$ cat src/hw/rtl/twims_pkg.sv
// Shared types and constants of the two-wire master transfer sequencer.
`timescale 1ns / 1ps

package twims_pkg;

    // Default buffer depth and the widest buffer address the depth range allows
    localparam int BUF_DEPTH_DEF = 16;
    localparam int MEM_ADDR_W    = 8;

    // Request kinds
    localparam logic [1:0] REQ_LOAD  = 2'd0;
    localparam logic [1:0] REQ_START = 2'd1;
    localparam logic [1:0] REQ_EVENT = 2'd2;
    localparam logic [1:0] REQ_READ  = 2'd3;

    // Control words
    localparam logic [7:0] CTRL_START   = 8'hA4;
    localparam logic [7:0] CTRL_GO_NACK = 8'h84;
    localparam logic [7:0] CTRL_GO_ACK  = 8'hC4;
    localparam logic [7:0] CTRL_STOP    = 8'h94;

    // Bus status codes
    localparam logic [7:0] STATUS_MASK     = 8'hF8;
    localparam logic [7:0] ST_START_SENT   = 8'h08;
    localparam logic [7:0] ST_MT_SLA_ACK   = 8'h18;
    localparam logic [7:0] ST_MT_SLA_NACK  = 8'h20;
    localparam logic [7:0] ST_MT_DATA_ACK  = 8'h28;
    localparam logic [7:0] ST_MT_DATA_NACK = 8'h30;
    localparam logic [7:0] ST_MR_SLA_ACK   = 8'h40;
    localparam logic [7:0] ST_MR_DATA_ACK  = 8'h50;
    localparam logic [7:0] ST_MR_DATA_NACK = 8'h58;

    typedef struct packed {
        logic [1:0] req_type;
        logic [3:0] buf_index;
        logic [7:0] buf_byte;
        logic [7:0] address_byte;
        logic [4:0] transfer_count;
        logic       bus_event_flag;
        logic [7:0] bus_status;
        logic [7:0] rx_byte;
    } req_t;

    typedef struct packed {
        logic       ctrl_write;
        logic [7:0] ctrl_value;
        logic       data_write;
        logic [7:0] data_value;
        logic       busy_res;
        logic [7:0] read_byte;
    } rsp_t;

    typedef struct packed {
        logic                  we;
        logic                  re;
        logic [MEM_ADDR_W-1:0] addr;
        logic [7:0]            wdata;
    } mem_req_t;

endpackage

$ cat src/hw/rtl/twims_stream_if.sv
// Valid/ready channel interface carrying one request or response payload.
`timescale 1ns / 1ps

interface twims_stream_if #(
    parameter type payload_t = logic
);
    logic     valid;
    logic     ready;
    payload_t payload;

    modport source (output valid, output payload, input ready);
    modport sink   (input valid, input payload, output ready);
endinterface

$ cat src/hw/rtl/twims_buf.sv
// Data buffer: one port, write or registered read per cycle.
`timescale 1ns / 1ps

module twims_buf #(
    parameter int BUF_DEPTH = twims_pkg::BUF_DEPTH_DEF
) (
    input  logic                clk,
    input  twims_pkg::mem_req_t mem_req,
    output logic [7:0]          rd_data
);

    localparam int AW = (BUF_DEPTH > 1) ? $clog2(BUF_DEPTH) : 1;

    logic [7:0]    mem [BUF_DEPTH];
    logic [AW-1:0] addr;

    assign addr = mem_req.addr[AW-1:0];

    always_ff @(posedge clk)
    begin
        if (mem_req.we)
        begin
            mem[addr] <= mem_req.wdata;
        end
        if (mem_req.re)
        begin
            rd_data <= mem[addr];
        end
    end

endmodule

$ cat src/hw/rtl/twi_master_transfer_sequencer_unit.sv
// Top level of the two-wire master transfer sequencer.
`timescale 1ns / 1ps
//
// Usage
//   req : sink channel of twims_pkg::req_t. A request is a buffer load, a
//         transfer start, a bus event (status code from the bus controller)
//         or a buffer read. Every request produces exactly one response.
//   rsp : source channel of twims_pkg::rsp_t carrying the control word,
//         transmit byte, busy flag and read-back byte for that request.
// Pipeline and throughput
//   An accepted request goes through the input register, then through the
//   decision logic into the response register, with the buffer read
//   landing in the same edge as the response register load. One request per
//   cycle is sustained while rsp.ready stays high; the single buffer port
//   serves every request kind since each touches at most one entry.
// Reset
//   rst_n clears both pipeline stages, the busy flag, the byte index, the
//   byte count and the latched slave address. Buffer contents are not
//   cleared; read only entries that were loaded or received.
// Back-pressure
//   With rsp.ready low the response register holds and the input stage can
//   still take one more request; req.ready drops only when both are full.
//
module twi_master_transfer_sequencer_unit #(
    parameter int BUF_DEPTH = twims_pkg::BUF_DEPTH_DEF
) (
    input  logic            clk,
    input  logic            rst_n,
    twims_stream_if.sink    req,
    twims_stream_if.source  rsp
);

    // Counter width holds 0..BUF_DEPTH; compare width covers the 5-bit count too
    localparam int CNTW = $clog2(BUF_DEPTH + 1);
    localparam int CMPW = (CNTW > 5) ? CNTW : 5;
    localparam int AW   = (BUF_DEPTH > 1) ? $clog2(BUF_DEPTH) : 1;

    // Input stage
    logic              s1_valid_reg;
    twims_pkg::req_t   s1_item_reg;
    logic              s1_adv;
    logic              s1_fire;

    // Sequencer state
    logic [CNTW-1:0]   byte_index_reg, byte_index_next;
    logic [CNTW-1:0]   bytes_left_reg, bytes_left_next;
    logic [7:0]        slave_addr_reg, slave_addr_next;
    logic              busy_reg, busy_next;

    // Response stage
    logic              s2_valid_reg;
    logic              ctrl_write_reg, ctrl_write_next;
    logic [7:0]        ctrl_value_reg, ctrl_value_next;
    logic              data_write_reg, data_write_next;
    logic [7:0]        data_value_reg, data_value_next;
    logic              data_sel_reg, data_sel_next;
    logic              rd_sel_reg, rd_sel_next;
    logic              busy_res_reg;

    // Buffer access
    twims_pkg::mem_req_t mem_op;
    twims_pkg::mem_req_t mem_req;
    logic [7:0]          mem_q;

    // Decode helpers
    logic [7:0]        status;
    logic              bidx_ok;
    logic              cur_idx_ok;
    logic [CNTW-1:0]   idx_adv;
    logic [CNTW-1:0]   left_dec;
    logic [CNTW-1:0]   count_capped;
    logic [CNTW-1:0]   left_after_rx;

    // Handshake: advance the input stage when the response slot frees up
    assign s1_adv    = !s2_valid_reg || rsp.ready;
    assign s1_fire   = s1_valid_reg && s1_adv;
    assign req.ready = !s1_valid_reg || s1_adv;

    always_ff @(posedge clk or negedge rst_n)
    begin
        if (!rst_n)
        begin
            s1_valid_reg <= 1'b0;
        end
        else if (req.valid && req.ready)
        begin
            s1_valid_reg <= 1'b1;
        end
        else if (s1_adv)
        begin
            s1_valid_reg <= 1'b0;
        end
    end

    always_ff @(posedge clk)
    begin
        if (req.valid && req.ready)
        begin
            s1_item_reg <= req.payload;
        end
    end

    assign status     = s1_item_reg.bus_status & twims_pkg::STATUS_MASK;
    assign bidx_ok    = CMPW'(s1_item_reg.buf_index) < CMPW'(BUF_DEPTH);
    assign cur_idx_ok = CMPW'(byte_index_reg) < CMPW'(BUF_DEPTH);
    // Index saturates at the buffer end; count saturates at zero
    assign idx_adv    = cur_idx_ok ? (byte_index_reg + CNTW'(1)) : byte_index_reg;
    assign left_dec   = (bytes_left_reg != '0) ? (bytes_left_reg - CNTW'(1))
                                               : bytes_left_reg;
    assign count_capped = (CMPW'(s1_item_reg.transfer_count) > CMPW'(BUF_DEPTH))
                        ? CNTW'(BUF_DEPTH)
                        : CNTW'(s1_item_reg.transfer_count);
    assign left_after_rx = (status == twims_pkg::ST_MR_SLA_ACK) ? bytes_left_reg
                                                                 : left_dec;

    // Decision logic for the request in the input stage
    always_comb
    begin
        byte_index_next = byte_index_reg;
        bytes_left_next = bytes_left_reg;
        slave_addr_next = slave_addr_reg;
        busy_next       = busy_reg;
        ctrl_write_next = 1'b0;
        ctrl_value_next = '0;
        data_write_next = 1'b0;
        data_value_next = '0;
        data_sel_next   = 1'b0;
        rd_sel_next     = 1'b0;
        mem_op          = '0;

        unique case (s1_item_reg.req_type)
            twims_pkg::REQ_LOAD:
            begin
                mem_op.we    = bidx_ok;
                mem_op.addr  = twims_pkg::MEM_ADDR_W'(s1_item_reg.buf_index);
                mem_op.wdata = s1_item_reg.buf_byte;
            end
            twims_pkg::REQ_START:
            begin
                slave_addr_next = s1_item_reg.address_byte;
                bytes_left_next = count_capped;
                busy_next       = 1'b1;
                ctrl_write_next = 1'b1;
                ctrl_value_next = twims_pkg::CTRL_START;
            end
            twims_pkg::REQ_READ:
            begin
                mem_op.re   = bidx_ok;
                mem_op.addr = twims_pkg::MEM_ADDR_W'(s1_item_reg.buf_index);
                rd_sel_next = bidx_ok;
            end
            twims_pkg::REQ_EVENT:
            begin
                if (s1_item_reg.bus_event_flag)
                begin
                    case (status) inside
                        twims_pkg::ST_MR_SLA_ACK,
                        twims_pkg::ST_MR_DATA_ACK,
                        twims_pkg::ST_MR_DATA_NACK:
                        begin
                            // Store the received byte first, except on address ack
                            if (status != twims_pkg::ST_MR_SLA_ACK)
                            begin
                                mem_op.we       = cur_idx_ok;
                                mem_op.addr     = twims_pkg::MEM_ADDR_W'(
                                                      byte_index_reg[AW-1:0]);
                                mem_op.wdata    = s1_item_reg.rx_byte;
                                byte_index_next = idx_adv;
                                bytes_left_next = left_dec;
                            end
                            ctrl_write_next = 1'b1;
                            if (left_after_rx == CNTW'(1))
                            begin
                                ctrl_value_next = twims_pkg::CTRL_GO_NACK;
                            end
                            else if (left_after_rx == '0)
                            begin
                                ctrl_value_next = twims_pkg::CTRL_STOP;
                                busy_next       = 1'b0;
                            end
                            else
                            begin
                                ctrl_value_next = twims_pkg::CTRL_GO_ACK;
                            end
                        end
                        twims_pkg::ST_MT_SLA_ACK,
                        twims_pkg::ST_MT_DATA_ACK,
                        twims_pkg::ST_MT_SLA_NACK,
                        twims_pkg::ST_MT_DATA_NACK:
                        begin
                            ctrl_write_next = 1'b1;
                            // NACK drops the rest of the transfer
                            if (status == twims_pkg::ST_MT_SLA_NACK
                                || status == twims_pkg::ST_MT_DATA_NACK
                                || bytes_left_reg == '0)
                            begin
                                bytes_left_next = '0;
                                ctrl_value_next = twims_pkg::CTRL_STOP;
                                busy_next       = 1'b0;
                            end
                            else
                            begin
                                data_write_next = 1'b1;
                                data_sel_next   = cur_idx_ok;
                                mem_op.re       = cur_idx_ok;
                                mem_op.addr     = twims_pkg::MEM_ADDR_W'(
                                                      byte_index_reg[AW-1:0]);
                                ctrl_value_next = twims_pkg::CTRL_GO_NACK;
                                byte_index_next = idx_adv;
                                bytes_left_next = left_dec;
                            end
                        end
                        twims_pkg::ST_START_SENT:
                        begin
                            data_write_next = 1'b1;
                            data_value_next = slave_addr_reg;
                            ctrl_write_next = 1'b1;
                            ctrl_value_next = twims_pkg::CTRL_GO_NACK;
                            byte_index_next = '0;
                        end
                        default:
                        begin
                        end
                    endcase
                end
            end
            default:
            begin
            end
        endcase
    end

    // Touch the buffer only when the request really moves on
    always_comb
    begin
        mem_req    = mem_op;
        mem_req.we = mem_op.we && s1_fire;
        mem_req.re = mem_op.re && s1_fire;
    end

    twims_buf #(
        .BUF_DEPTH (BUF_DEPTH)
    ) u_buf (
        .clk     (clk),
        .mem_req (mem_req),
        .rd_data (mem_q)
    );

    // Commit sequencer state with the request
    always_ff @(posedge clk or negedge rst_n)
    begin
        if (!rst_n)
        begin
            byte_index_reg <= '0;
            bytes_left_reg <= '0;
            slave_addr_reg <= '0;
            busy_reg       <= 1'b0;
        end
        else if (s1_fire)
        begin
            byte_index_reg <= byte_index_next;
            bytes_left_reg <= bytes_left_next;
            slave_addr_reg <= slave_addr_next;
            busy_reg       <= busy_next;
        end
    end

    always_ff @(posedge clk or negedge rst_n)
    begin
        if (!rst_n)
        begin
            s2_valid_reg <= 1'b0;
        end
        else if (s1_adv)
        begin
            s2_valid_reg <= s1_valid_reg;
        end
    end

    always_ff @(posedge clk)
    begin
        if (s1_fire)
        begin
            ctrl_write_reg <= ctrl_write_next;
            ctrl_value_reg <= ctrl_value_next;
            data_write_reg <= data_write_next;
            data_value_reg <= data_value_next;
            data_sel_reg   <= data_sel_next;
            rd_sel_reg     <= rd_sel_next;
            busy_res_reg   <= busy_next;
        end
    end

    // Response: buffer byte goes to the transmit or read-back field as selected
    assign rsp.valid = s2_valid_reg;

    always_comb
    begin
        rsp.payload            = '0;
        rsp.payload.ctrl_write = ctrl_write_reg;
        rsp.payload.ctrl_value = ctrl_value_reg;
        rsp.payload.data_write = data_write_reg;
        rsp.payload.data_value = data_sel_reg ? mem_q : data_value_reg;
        rsp.payload.busy_res   = busy_res_reg;
        rsp.payload.read_byte  = rd_sel_reg ? mem_q : 8'h00;
    end

endmodule

$ cat src/flat_wrapper.sv
// flat-port wrapper written by rule: the top's interface ports become plain ports
module twi_master_transfer_sequencer_unit_flat import twims_pkg::*;
#(
    parameter int BUF_DEPTH = twims_pkg::BUF_DEPTH_DEF
)
  (clk, rst_n, req_valid, req_payload, req_ready, rsp_valid, rsp_payload, rsp_ready);
  twims_stream_if #(.payload_t(req_t)) req_i ();
  twims_stream_if #(.payload_t(rsp_t)) rsp_i ();
  input  logic clk;
  input  logic rst_n;
  input wire logic [$bits(req_i.valid)-1:0] req_valid;
  input wire logic [$bits(req_i.payload)-1:0] req_payload;
  output wire logic [$bits(req_i.ready)-1:0] req_ready;
  output wire logic [$bits(rsp_i.valid)-1:0] rsp_valid;
  output wire logic [$bits(rsp_i.payload)-1:0] rsp_payload;
  input wire logic [$bits(rsp_i.ready)-1:0] rsp_ready;
  assign req_i.valid = req_valid;
  assign req_i.payload = req_payload;
  assign req_ready = req_i.ready;
  assign rsp_valid = rsp_i.valid;
  assign rsp_payload = rsp_i.payload;
  assign rsp_i.ready = rsp_ready;
  twi_master_transfer_sequencer_unit #(.BUF_DEPTH(BUF_DEPTH)) u_core (.clk(clk), .rst_n(rst_n), .req(req_i), .rsp(rsp_i));
endmodule
$ cat config.mk
export PLATFORM = sky130hd
export DESIGN_NAME = twi_master_transfer_sequencer_unit_flat
export DESIGN_NICKNAME = d
export VERILOG_FILES = /design/src/hw/rtl/twims_pkg.sv /design/src/hw/rtl/twims_stream_if.sv /design/src/hw/rtl/twims_buf.sv /design/src/hw/rtl/twi_master_transfer_sequencer_unit.sv /design/src/flat_wrapper.sv
export SDC_FILE = /design/constraint.sdc
export NUM_CORES = 1
export LEC_CHECK = 0
export BUFFER_PORTS_ARGS = -buffer_cell sky130_fd_sc_hd__buf_2
export CELL_PAD_IN_SITES_DETAIL_PLACEMENT = 1
export CELL_PAD_IN_SITES_GLOBAL_PLACEMENT = 1
export CORE_UTILIZATION = 30
export DETAILED_ROUTE_END_ITERATION = 10
export PLACE_DENSITY = 0.49
export SYNTH_ARGS = -nofsm -noshare
export SYNTH_HDL_FRONTEND = slang
export SYNTH_SLANG_ARGS = --single-unit
export TNS_END_PERCENT = 20
$ cat constraint.sdc
create_clock -name clk -period 3.5 [get_ports clk]
set_input_delay 0.175 -clock clk [delete_from_list [all_inputs] [get_ports clk]]
set_output_delay 0.175 -clock clk [all_outputs]
set_load 0.02 [all_outputs]
## Word level (Yosys, flattened, before mapping)

Memory sizes are Yosys's and may differ from the RTL's. A register that Yosys moved wholly into a read port is not among the register bits.
Cells that the tools add are included.

- Output and inout port bits: 29
- Memories: 1
- Word-level logic and storage cells: 132
- Input port bits: 48
- Flip-flop bits (word level): 86
- Memory bits (writable): 128

- Magnitude comparators: 2
- Bitwise operators: 4
- Equal/unequal tests: 18
- Add/subtract/negate cells: 2
- Multiplexer cells: 58
- Reduce and logical (&&, ||, !) cells: 26

Memories:

| memory | words | width | rd ports | clocked after Yosys merged registers in | wr ports | line | text |
|---|---|---|---|---|---|---|---|
| u_core.u_buf.mem | 16 | 8 | 1 | 1 | 1 | twims_buf.sv:14 | `logic [7:0] mem [BUF_DEPTH];` |

Operators by type and width:

| operator | count |
|---|---|
| $mux 5 | 15 |
| $mux 8 | 9 |
| $pmux 8 s2 | 2 |
| $mux 1 | 21 |
| $mux 18 | 1 |
| $eq 5x3->1 const B | 3 |
| $eq 5x4->1 const B | 3 |
| $mux 7 | 2 |
| $mux 12 | 1 |
| $eq 5x1->1 const B | 2 |
| $logic_not 5->1 | 2 |
| $pmux 5 s2 | 1 |
| $reduce_or 10->1 | 1 |
| $mux 9 | 1 |
| $pmux 1 s2 | 4 |
| $pmux 4 s2 | 1 |
| $reduce_or 7->1 | 1 |
| $ne 3x3->1 const B | 2 |
| $reduce_and 6->1 | 1 |
| $add 5x1->5 const B | 1 |
| $eq 5x2->1 const B | 1 |
| $gt 5x5->1 const B | 1 |
| $lt 5x5->1 const B | 1 |
| $ne 5x4->1 const B | 1 |
| other kinds (19) | 32 |

## Logic depth before layout (Yosys ltp)

Gate-level depths: netlist of the first run.

- Depth in word-level cells: 11
- Depth in mapped cells: 14
- Mapped depth without buffers: 10

## Modules after synthesis

From an unflattened synthesis of the first run, not the netlist that was laid out.

- Cell total of the unflattened synthesis: 516
- Area, all modules: 8,805.9 µm²

Modules (own cells, without submodules):

| module | cells an instance | area an instance (µm²) | sequential area each (µm²) | instances |
|---|---|---|---|---|
| twims_buf | 230 | 5,147.4 | 4,083.9 | 1 |
| twi_master_transfer_sequencer_unit | 286 | 3,658.5 | 2,237.1 | 1 |

## Worst setup path before layout of the first run

Ideal clock, no wire load.

- Path type: reg-to-reg
- Start point: register u_core.bytes_left_reg[0]
- End point: memory u_core.u_buf.mem[5][0], enable pin
- Arrival time: 2.773 ns
- Stages on the path, launching flop included: 12
- Path buffers: 2
- Period minus slack after synthesis: 3.143 ns
- Required time: 3.130 ns
- Slack: 0.357 ns
- Library setup time: 0.370 ns
- Cells stage by stage: dfrtp_1 -> inv_1 -> ha_1 -> or4b_4 -> nand2_1 -> nand2_1 -> a31o_1 -> buf_6 -> buf_8 -> nor2_1 -> nand2_1 -> nor2_1

- Longest elaborated chain between the ends: 7

Ends and longest elaborated chain:

| element | line | text |
|---|---|---|
| from (decl) | twi_master_transfer_sequencer_unit.sv:46 | `logic [CNTW-1:0] bytes_left_reg, bytes_left_next;` |
| from (signal assigned) | twi_master_transfer_sequencer_unit.sv:262 | `bytes_left_reg <= bytes_left_next;` |
| $logic_not 5->1 | twi_master_transfer_sequencer_unit.sv:195 | `\|\| bytes_left_reg == '0)` |
| $logic_or 1x1->1 | twi_master_transfer_sequencer_unit.sv:195 |  |
| $mux 9 | twi_master_transfer_sequencer_unit.sv:193 | `if (status == twims_pkg::ST_MT_SLA_NACK` |
| $mux 8 (2 in series) | twi_master_transfer_sequencer_unit.sv:156 | `case (status) inside` |
| $mux 18 | twi_master_transfer_sequencer_unit.sv:154 | `if (s1_item_reg.bus_event_flag)` |
| $pmux 4 s2 | twi_master_transfer_sequencer_unit.sv:131 | `unique case (s1_item_reg.req_type)` |
| to (decl) | twims_buf.sv:14 |  |

Every way passes these cells.

## Worst setup path in the final report of the first run

- Start point: register u_core.bytes_left_reg[0]
- End point: register u_core.u_buf.rd_data[4], read port of u_core.u_buf.mem (data pin)

- Longest elaborated chain between the ends: 8
- Elaborated cells between the ends (all ways): 11
- Those cells by class: mux (8); reduce/logical (3)

Ends and longest elaborated chain:

| element | line | text |
|---|---|---|
| $logic_not 5->1 * | twi_master_transfer_sequencer_unit.sv:195 |  |
| $logic_or 1x1->1 * | twi_master_transfer_sequencer_unit.sv:195 |  |
| $mux 9 * | twi_master_transfer_sequencer_unit.sv:193 |  |
| $mux 1 (2 in series) | twi_master_transfer_sequencer_unit.sv:156 |  |
| $mux 18 * | twi_master_transfer_sequencer_unit.sv:154 |  |
| $pmux 1 s2 | twi_master_transfer_sequencer_unit.sv:131 |  |
| $logic_and 1x1->1 | twi_master_transfer_sequencer_unit.sv:238 | `mem_req.re = mem_op.re && s1_fire;` |
| to (decl) | twims_buf.sv:9 | `output logic [7:0] rd_data` |

Every way passes the cells marked *; elsewhere a longest branch is shown, timed or not.
A chain may end at the register's enable or synchronous reset.

==> run summary, run 1 <==
The growth of design area from synthesis to finish is 25.2%, and the via count of the first global-routing pass is 5992. The run finished with clean final reports. After synthesis, the share of flip-flops with an asynchronous set or reset is 9.77%. The remaining antenna violation count after routing is 0. After detailed routing, the number of remaining DRC violations is 0. For the global-route wire length before repair, the log shows 35.7 mm. STA puts the critical path data required time at 3.76 ns. The worst setup skew after layout is 0.00872 ns. Register-to-register setup slack: 0.19 ns.

The Yosys step of the flow raised 0 warnings. The layout has 3051 filler cells. In this run the post-CTS setup repair buffer count came out at 0. The number of H-tree levels is 1. Using the TritonRoute via totals, the vias-per-cell ratio works out to 4.88.

Of all nets on the critical path, the largest fanout is 13. For the worst setup path, the data arrival time is 3.57 ns. Routability congestion estimate from global placement: 0.798. The tools report the startpoint class of the critical path as a register. Ranked by total cell area, the synthesized netlist is headed by edfxtp_1 (65%), dfrtp_1 (5.9%), mux2_2 (3.2%). At the pin with the least slew margin, the transition time is 0.990 ns.

The run gives 0 as the count of pins over their slew limit. The netlist uses 68 different library cells. At the end of the flow, the number of nets in the layout was 802. The min-delay analysis places its worst path in the category in -> async. TritonCTS built the clock tree. The tool flagged a number of max-cap violations equal to 0.

The top-area cell type share of the netlist area is 65.2%. Timing analysis after detailed placement gives a worst setup slack of 0.0645 ns. The routed design could run at a clock period as short as 3.31 ns. The total clock buffers created by CTS was 25; the remaining max-slew budget at the tightest pin was 34.0%. The logs give 0 for the number of antenna violations at the first check in global routing and 368 uV for the maximum ir drop on the vdd rail.

The kind of capture point of the worst setup path is a register. The run gives 370 as the number of DRC markers in iteration 0. The floorplan has 62 rows. During I/O placement, the number of pins put on the boundary was 77.

Summing over every cut layer, the via total after detailed routing is 5615. After clock tree synthesis, the clock-pin slew on the worst setup and hold paths is 0.06 ns. The most common flop cell mapped by yosys was edfxtp_1. Dividing total power by cell area gives a power density of 554 mW/mm2. Setup repair after global routing left no endpoint under its margin. For the total congestion overflow, the log shows 0. The library cell appearing most often on the critical path was a21oi_1.

The cell at the slowest stage of the critical path is or4b_4. The top achievable clock speed was 0.302 GHz. In this run the cell area of the synthesized design comes to 0.00894 mm2.

The area of all sequential standard cells is 0.00635 mm2, and the total iterations of the first detailed-routing run is 6. The clock sink count was 215; the post-route fraction of the period consumed by the critical path was 94.7%. The critical path goes through inv_1, ha_2, or4b_4, nand2_1, a21oi_1, or2_1, buf_4, mux2_2, a22oi_1, a21oi_1, a311o_1.

Global routing used 15.4% of the available tracks across all layers. The register with the most flip-flops in the layout has 128 of them. For the worst flop-to-flop path, the logic depth is 11.

Measured along the x axis, the die boundary spans 175 um. The final setup violation count is 0. Area of combinational cells with multiple inputs: 0.00236 mm2. Once the floorplan was initialized, standard cells occupied 30.8% of the core.

For this run, the register share of the synthesized area comes to 71.1%. The tools report the final worst-path setup slack as 0.186 ns. The core region is 0.0290 mm2. The area enclosed by the die boundary came out at 0.0305 mm2. Entering global routing, the biggest net connects 42 pins.

Port buffering added 70 buffers. Synthesis inferred 215 register bits. The setup TNS after final layout is 0 ns.

The cell at the root of the clock tree is clkbuf_16. The final layout contains routed wiring with a total length of 23.2 mm. The clock passes through at most 3 buffers. The critical path is of the reg -> reg type.

The hold violation count in the final report is 0, and the y dimension of the die is 175 um. edfxtp_1 takes more of the synthesized area than any other cell. The cell count after synthesis came out at 587.

At the later pin of the worst-skew pair, clock insertion delay measures 0.52 ns. For this design the static power due to leakage is 3.98 nW. The fraction of final layout cells sized beyond drive strength 1 is 26.0%.

The placed wire-length estimate after detailed placement is 15.8 mm. Averaged over all synthesized cells, the footprint is 15.2 um2. On the worst path, the slowest cell contributes a delay of 0.53 ns.

Yosys mapped a number of flops with a built-in enable equal to 194. Dividing the detail-routed wire length by the instance count gives 20.1 um. The repair_antennas step left the layout with diodes totalling 0.
per-stage QoR:
step / instances / util [%] / power [mW] / instance area (um2) / hold slack [ns]
2_1_floorplan: 589 / - / 3.53 / 8940 / -0.121
3_3_place_gp: 1060 / 34.4 / 3.80 / 9970 / 0.206
3_5_place_dp: 1060 / 34.4 / 3.82 / 9970 / 0.196
4_1_cts: 1150 / 38.5 / 6.27 / 11200 / 0.197
5_1_grt: 1150 / 38.6 / 6.45 / 11200 / 0.237
6_report: 1150 / 38.6 / 6.20 / 11200 / 0.198
critical path: cells and delay by family, from the launching register on:
kind,cells,cell delay (ns)
DFF,1,0.42
buffers and inverters,2,0.31
muxes,1,0.29
AOI/OAI and AO/OA,4,0.85
adders and majority gates,1,0.23
and+or+nand+nor,3,0.94
layout by cell type (no fill, tap or decap), types with 4 or more instances in the layout:
cell type and count:
nor2b_1 7, a31oi_1 4, mux2_2 25, buf_4 49
a22o_1 12, edfxtp_1 194, inv_1 11, dfrtp_1 21
o21ai_0 28, a21oi_1 19, a222oi_1 8, mux2i_1 15
buf_2 70, a221oi_1 14, nor3_1 4, ha_1 5
nand2b_1 8, clkbuf_1 6, and2_1 20, nand2_1 39
mux2_4 5, clkinv_1 6, a311o_1 7, a22oi_1 5
nand3_1 6, dlygate4sd3_1 45, clkbuf_16 25, nor2_1 29
worst paths after layout:
kind	from	to
setup / recovery	u_core.bytes_left_reg[0]$_DFFE_PN0P_	u_core.u_buf.rd_data[4]$_DFFE_PP_
hold / removal	rst_n	u_core.slave_addr_reg[4]$_DFFE_PN0P_
setup reg to reg	u_core.bytes_left_reg[0]$_DFFE_PN0P_	u_core.u_buf.rd_data[4]$_DFFE_PP_
hold reg to reg	u_core.s1_item_reg[22]$_DFFE_PP_	u_core.slave_addr_reg[0]$_DFFE_PN0P_
max in group asynchronous	rst_n	u_core.bytes_left_reg[1]$_DFFE_PN0P_
min in group clk	req_payload[33]	u_core.s1_item_reg[33]$_DFFE_PP_
power breakdown:
part           switching [mW]  leakage, nW  internal, mW  total (mW)
clock                    1.00        0.360          1.38        2.39
combinational           0.454         1.60         0.354       0.808
sequential             0.0749         2.03          2.93        3.00
area by class of cell:
type | instances | area share [%]
well taps | 384 | 4.29
multi-input cells | 329 | 21.1
clock inverters | 14 | 0.894
repair buffers | 166 | 10.8
clock buffers | 31 | 5.79
flip-flops and latches | 215 | 56.8
inverters | 11 | 0.369
cells in the mapped netlist, types with 3 or more instances:
cell,number
o21a_1,3
a32o_1,3
and2_1,21
a222oi_1,8
mux2_2,25
a31oi_1,4
ha_1,6
a22oi_1,5
a21oi_1,20
a221oi_1,14
mux2i_1,15
edfxtp_1,194
nor3_1,5
o31ai_1,3
buf_2,12
dfrtp_1,21
a211o_1,3
a311o_1,7
nor2_1,32
o21ai_0,28
nor2b_1,7
clkbuf_1,8
nand3_1,6
inv_1,11
nand2_1,40
buf_4,7
o221ai_1,3
nand2b_1,8
buf_6,5
mux2_4,5
a22o_1,12
routing by layer:
layer / part of all wire, % / global-route usage [%] / vias to the layer above / routed length (um)
met1: 48 / 21.5 / 2833 / 11100
met2: 46 / 25.1 / 133 / 10700
met4: 2.0 / 3.59 / 0 / 469
met3: 3.8 / 2.46 / 32 / 887
met5: 0 / 0 / - / 0
li1: - / - / 2617 / -
cells by family after synthesis:
family,count (synthesis),share of synthesized area (%)
adder cells (fa/ha/maj),7,0.952
XOR/XNOR,2,0.196
AND/OR/NAND/NOR,140,8.15
AO/OA/AOI/OAI,132,11.0
flip-flops,215,71.1
other,1,0.0420
multiplexers,45,5.67
buffers and inverters,45,2.90
what timing repair did:
action                                 CTS  global route
hold buffers                            45             0
endpoints found under the hold margin   64             0
resized for setup                        0             7
setup endpoints to repair                0            30
Power figures use the tool's default switching activity.
==> run 2, diff against run 1 <==
CORE_UTILIZATION = 54   (was 30)
PLACE_DENSITY = 0.82   (was 0.49)
SETUP_SLACK_MARGIN = 0.05   (was not set)
clock period = 4.16 ns   (was 3.5 ns; I/O delays follow)
==> run 2 against run 1 <==
Effect of this change:
- utilization up 29 points
- clock power down 10%
- global-route usage up 17 points
- total power down 13%
- flip-flop and latch count unchanged
- clock skew up 0.015 ns
- maximum frequency down 17%
- highest routed layer unchanged
- largest power group unchanged
- largest cell class unchanged
- worst setup slack worse by 0.019 ns
==> run summary, run 2 (synthesized netlist as in run 1, its figures left out) <==
The pin count of the biggest net entering global routing came out at 42. The run gives 3 as the buffer levels on the longest clock path. The count of maximum capacitance violations was 0; the number of H-tree levels was 1. The worst pin sits at a relative slew slack of 32.3%.

STA classifies the critical path endpoint as a register. Routability-driven placement finished with a final weighted congestion of 0.843. In this run the tool buffered the top-level ports with 70 buffer cells. For hold timing, the worst endpoint is u_core.rsp.valid$_DFFE_PN0P_. The number of antenna violations at the first check in global routing came out at 0. Clock tree synthesis selected as its root buffer the cell clkbuf_16.

The worst hold path begins at rsp_ready. The analysis attributes to cell leakage a power of 3.86 nW. For this configuration, the core starts out at a cell density of 55.8%.

Timing would allow up to 0.250 GHz. The pre-antenna-repair detailed-routing pass consisted of 7 iterations. The run gives 0 as the hold violation count in the final report. Data on the critical path arrives at its endpoint at 4.23 ns. Startpoint class of the critical path: a register. In the final layout, flip-flops and latches occupy 0.00635 mm2. Using the TritonRoute via totals, the vias-per-cell ratio works out to 6.34. The kind of path behind the tightest hold check was in -> reg.

In this run the remaining antenna-violating nets after routing total 0. Summing all multi-input logic gate instances after layout gives 0.00234 mm2. The register with the most flip-flops in the layout has 128 of them. For this run, design rule violations remaining after detail routing come to 0. In this run the vertical extent of the chip is 131 um. Detailed placement finished with a half-perimeter wire length of 15.0 mm.

The total area inside the core boundary comes to 0.0160 mm2. CTS saw 215 sinks. The top cell types in the final layout, fill and taps aside, are edfxtp_1 (194), buf_2 (70), dlygate4sd3_1 (43). The startpoint identified for the worst register-to-register timing path is u_core.bytes_left_reg[1]$_DFFE_PN0P_.

Required arrival time at the worst endpoint: 4.40 ns. Across every metal layer, demand over resource in global routing totals 32.4%. The final antenna diode count was 0; the count of standard-cell rows was 46. The insertion delay of the later-clocked pin in the worst-skew pair is 0.53 ns, and the fraction of final layout cells sized beyond drive strength 1 is 23.0%.

Clock-pin slew was measured on the worst setup and hold paths at 0.08 ns. For the pin with the worst max-slew slack, the measured transition is 1.02 ns. The first routing iteration left 584 violations. After detailed routing, the total wire length is 26.5 mm. The run gives 0.17 ns as the register-to-register setup slack. TritonCTS built the clock tree.

77 I/O pins were placed. The total number of vias came out at 6023. For the count of pins over their slew limit, the log shows 0. For the via count of the first global-routing pass, the log shows 6361.

Compared with the post-synthesis result, the final layout area differs by 20.3%. Setup repair after global routing left no endpoint under its margin. Cells fill 67.2% of the core in the end. The library cell used most frequently in the layout, excluding fill and tap cells, is edfxtp_1.

The tools report the setup TNS after final layout as 0 ns. The logs give 323 uV for the maximum ir drop on the vdd rail and 0 for the total congestion overflow. The number of fillers in the final layout was 1467; the final setup violation count was 0.

The worst-case reg-to-reg path depth was 10; the number of stages on the worst hold path was 3. The worst reg2reg path endpoint was u_core.u_buf.rd_data[2]$_DFFE_PP_. The floorplan step set the die width to 131 um. The global-route wire length before repair was 39.2 mm. The final critical delay including setup and external delays was 3.99 ns; the worst-path maximum fanout was 15.

In the final design database the tool counted 771 nets. Area enclosed by the die boundary: 0.0171 mm2. The clock arrives with 0.0233 ns of skew. The routed length per instance came out at 27.9 um.

The setup path with the least slack is of type reg -> reg. The number of clock buffers added by TritonCTS is 23. The worst hold slack is 0.0314 ns.

The post-route fraction of the period consumed by the critical path is 96.0%, and the power per cell area is 500 mW/mm2. Once the clock tree was built, the setup fixing pass inserted 0 buffers. The run finished with clean final reports.
run 2: worst max-delay path: stages (launching register included):
cell	delay, ns
dfrtp_1	0.43
inv_1	0.14
ha_1	0.30
nor4b_2	0.48
o32a_1	0.28
nand2_1	0.21
a31o_1	0.56
mux2_4	0.42
a222oi_1	0.32
nor2_1	0.16
a311o_1	0.41
run 2: per-stage QoR:
stage	setup slack [ns]	instances	area [um2]	total power, mW
floorplan	1.02	589	8940	2.97
global placement	0.600	865	9550	3.13
detailed placement	0.391	865	9550	3.18
CTS	0.278	950	10700	5.31
global route	0.102	950	10700	5.49
finish	0.168	950	10700	5.37
run 2: worst max-delay path by stage:
stage	depth (start not counted)	start	to	slack (ns)
2_1_floorplan	11	u_core.bytes_left_reg[0]$_DFFE_PN0P_	u_core.u_buf.mem[5][0]$_DFFE_PP_	1.02
3_3_place_gp	10	u_core.bytes_left_reg[0]$_DFFE_PN0P_	u_core.u_buf.mem[8][2]$_DFFE_PP_	0.60
3_5_place_dp	9	u_core.s1_item_reg[42]$_DFFE_PP_	u_core.u_buf.mem[7][1]$_DFFE_PP_	0.39
4_1_cts	9	u_core.s1_item_reg[42]$_DFFE_PP_	u_core.u_buf.mem[7][2]$_DFFE_PP_	0.28
5_1_grt	10	u_core.bytes_left_reg[1]$_DFFE_PN0P_	u_core.u_buf.rd_data[2]$_DFFE_PP_	0.10
6_report	10	u_core.bytes_left_reg[1]$_DFFE_PN0P_	u_core.u_buf.rd_data[2]$_DFFE_PP_	0.17
run 2: final cells by class:
class,count,share of cell area (%)
Sequential cell,215,59.1
Multi-Input combinational cell,329,21.8
Timing Repair Buffer,137,9.06
Clock buffer,29,5.75
Tap cell,216,2.51
Clock inverter,13,1.40
Inverter,11,0.384
run 2: routing by layer:
metal,vias to the layer above,GRT usage (%),routed length [um]
li1,2552,-,-
met1,3065,40.1,9800
met2,329,56.9,13700
met3,77,5.42,2060
met4,0,13.3,1030
met5,-,0,0
run 2: what timing repair did:
action | in CTS | in global routing
gates resized for setup | 0 | 1
hold buffers | 43 | 0
endpoints found under the hold margin | 63 | 0
setup endpoints to repair | 0 | 8
run 2: power by group:
group          internal (mW)  leakage [nW]  switching [mW]
Clock                   1.25         0.380           0.894
Sequential              2.46          2.03          0.0866
Combinational          0.268          1.45           0.414
Total                   3.97          3.86            1.39
==> run 3, diff against run 2 <==
CORE_UTILIZATION = 50   (was 54)
PLACE_DENSITY = 0.76   (was 0.82)
TNS_END_PERCENT = not set   (was 20)
clock period = 4.2 ns   (was 4.16 ns; I/O delays follow)
==> run 3 against run 2 <==
Effect of this change:
- total power is 6.5% lower
- clock power decreased by 12%
- count of clock-buffer cells in the layout is 3 higher
- worst setup slack better by 0.099 ns
- critical path type unchanged
- largest cell class unchanged
- largest power group unchanged
==> run summary, run 3 (synthesized netlist as in run 1, its figures left out) <==
TritonCTS built the clock tree. The power per cell area is 470 mW/mm2, and the placed wire-length estimate after detailed placement is 14.7 mm. The critical path is of the reg -> reg type. Row generation in the floorplan step produced 48 rows. In this run the tightest slew margin relative to its limit is 34.7%. The cell at the root of the clock tree is clkbuf_16. The startpoint class of the critical path is a register.

Flip-flop count of the largest register after layout: 128. The routed length per instance is 24.2 um. The met1 routing resource usage after global routing is 33.2%. Leaving out fill and tap cells, the most frequent cells in the layout are edfxtp_1 (194), buf_2 (70), dlygate4sd3_1 (44). The count of pins over their slew limit was 0; the worst-case reg-to-reg path depth was 10. For the number of H-tree levels, the log shows 1. The setup TNS after final layout came out at 0 ns. The final antenna diode count is 0, and the routed wire length is 23.2 mm. The run gives 0.0217 ns as the worst setup skew after layout. Derived from the worst setup path, the maximum achievable clock frequency is 0.254 GHz. Setup repair after global routing left no endpoint under its margin.

Fill cells in the final layout number 1618. During I/O placement, the number of pins put on the boundary was 77. In this run, CTS created clock tree buffers numbering 22. The data arrival time of the worst path was 4.11 ns. Hold violation count in the final report: 0.

The most common cell after layout, fill and taps aside was edfxtp_1. The tool flagged a number of max-cap violations equal to 0. VDD sags by at most 341 uV. After the last flow step, the layout net total stands at 773. In this run the most used layer during global routing was met2. The most critical setup path has its endpoint at u_core.u_buf.rd_data[0]$_DFFE_PP_.

The register-to-register setup slack was 0.27 ns. The clock passes through at most 3 buffers. Compared with the post-synthesis result, the final layout area differs by 19.5%. For this design, the CTS-stage hold fixing added 44 buffers. At the later pin of the worst-skew pair, clock insertion delay measures 0.51 ns. For this run, the slowest stage of the critical path takes 0.56 ns. In this run the number of cells on the critical path is 10.

The pin count of the biggest net entering global routing was 42. The total iterations of the first detailed-routing run came out at 6. In the routed design, unresolved DRC markers number 0. In this run, post-CTS repair resized a total of 0 instances. The routability congestion estimate from global placement was 0.829. The cell at the slowest stage of the critical path was a31o_1. The run gives 0.0174 mm2 as the core region area. For the leakage dissipation, the log shows 3.83 nW.

Clock sink count: 215. The initial utilization of the core area, before any placement, comes to 51.5%. Number of DRC markers in iteration 0: 355. The endpoint identified for the worst register-to-register timing path is u_core.u_buf.rd_data[0]$_DFFE_PP_. Cell family with the largest share of critical-path delay: compound AO/OA/AOI/OAI gates. The critical path goes through inv_1, ha_1, nor4b_2, o32a_1, nand2_1, a31o_1, mux2_2, a222oi_1, o22a_1, o221ai_1. The flow ran to the end, and the final reports show no timing, DRC or antenna violations. The run gives 3.85% as the met3 routing resource usage after global routing.

The worst path buffer plus inverter count came out at 1. The transition time at the pin with the least slew margin came out at 0.980 ns. Setup violations remaining at the end of the flow were counted as 0. In this run the post-CTS setup repair buffer count came out at 0.

At the worst endpoint, the required time is 4.37 ns. All-layer global routing usage: 26.1%. The critical path starts at u_core.bytes_left_reg[0]$_DFFE_PN0P_. In this run the worst path has a maximum fanout of 15. The tools report the total congestion overflow as 0. The met2 usage in global routing came out at 45.2%. Kind of path behind the tightest hold check: in -> async. The worst register-to-register path begins at u_core.bytes_left_reg[0]$_DFFE_PN0P_.

After layout, the design draws a total of 5.02 mW. The first global-routing pass estimated 35.0 mm of wire. Port buffering added 70 buffers.

The worst setup path is captured at a register. The vias per cell was 5.89; the fraction of final layout cells sized beyond drive strength 1 was 22.3%. Subtracting the final worst setup slack from the clock period gives 3.93 ns. The post-route fraction of the period consumed by the critical path came out at 93.6%. The logs give 0.0184 mm2 for the area enclosed by the die boundary and 0 for the number of antenna violations at the first check in global routing. The tools report the total number of vias as 5659.

Clock-pin slew was measured on the worst setup and hold paths at 0.06 ns. The tools report the via count of the first global-routing pass as 6102. The detail route stage leaves a number of antenna-violating nets equal to 0.

The width of the die is 136 um. The y dimension of the die is 136 um.
[run 3: changes by cell type in the layout (fill, tap and decap cells not counted)]
cell and change:
bufinv_16 -2, clkinv_4 -1, buf_12 -1, inv_8 -1
nor2_2 -1, clkbuf_8 -1, nor2_1 +1, dlygate4sd3_1 +1
inv_6 -1, clkbuf_1 +4, buf_4 +3
[run 3: how the worst min path moves through the flow]
stage          slack, ns                                   end  cells past startpoint  start
3_5_place_dp        0.23  u_core.slave_addr_reg[4]$_DFFE_PN0P_                      1  rst_n
6_report            0.25  u_core.slave_addr_reg[2]$_DFFE_PN0P_                      2  rst_n
4_1_cts             0.25  u_core.byte_index_reg[4]$_DFFE_PN0P_                      2  rst_n
3_3_place_gp        0.20  u_core.slave_addr_reg[4]$_DFFE_PN0P_                      1  rst_n
5_1_grt             0.31  u_core.slave_addr_reg[6]$_DFFE_PN0P_                      2  rst_n
2_1_floorplan      -0.09           u_core.busy_reg$_DFFE_PN0P_                      0  rst_n
[run 3: per-stage QoR]
step | hold WS [ns] | instance area [um2] | setup slack, ns | cells | util [%]
floorplan | -0.0856 | 8940 | 1.06 | 589 | -
global placement | 0.204 | 9560 | 0.555 | 876 | 55.1
detailed placement | 0.231 | 9560 | 0.383 | 876 | 55.1
CTS | 0.253 | 10700 | 0.336 | 960 | 61.5
global route | 0.310 | 10700 | 0.130 | 960 | 61.5
finish | 0.250 | 10700 | 0.267 | 960 | 61.5
[run 3: where the power goes]
part           leakage, nW  internal (mW)  switching, mW
Sequential            2.03           2.44         0.0731
Combinational         1.46          0.262          0.373
Clock                0.335           1.08          0.792
[run 3: worst register-to-register path, stage by stage, from the launching register on]
cell	delay (ns)
dfrtp_1	0.44
inv_1	0.11
ha_1	0.27
nor4b_2	0.49
o32a_1	0.28
nand2_1	0.20
a31o_1	0.57
mux2_2	0.41
a222oi_1	0.41
o22a_1	0.25
o221ai_1	0.19
[run 3: final cells by class]
| type | count | area (um2) | area share (%) |
|---|---|---|---|
| Sequential cell | 215 | 6350 | 59.5 |
| Multi-Input combinational cell | 329 | 2340 | 21.9 |
| Timing Repair Buffer | 140 | 986 | 9.23 |
| Clock buffer | 32 | 619 | 5.80 |
| Tap cell | 225 | 282 | 2.64 |
| Clock inverter | 8 | 61.3 | 0.574 |
| Inverter | 11 | 41.3 | 0.387 |
[run 3: routing by layer]
layer	routed length, um	vias up
li1	-	2545
met1	9390	2885
met2	12000	186
met3	1210	43
met4	599	0
met5	0	-
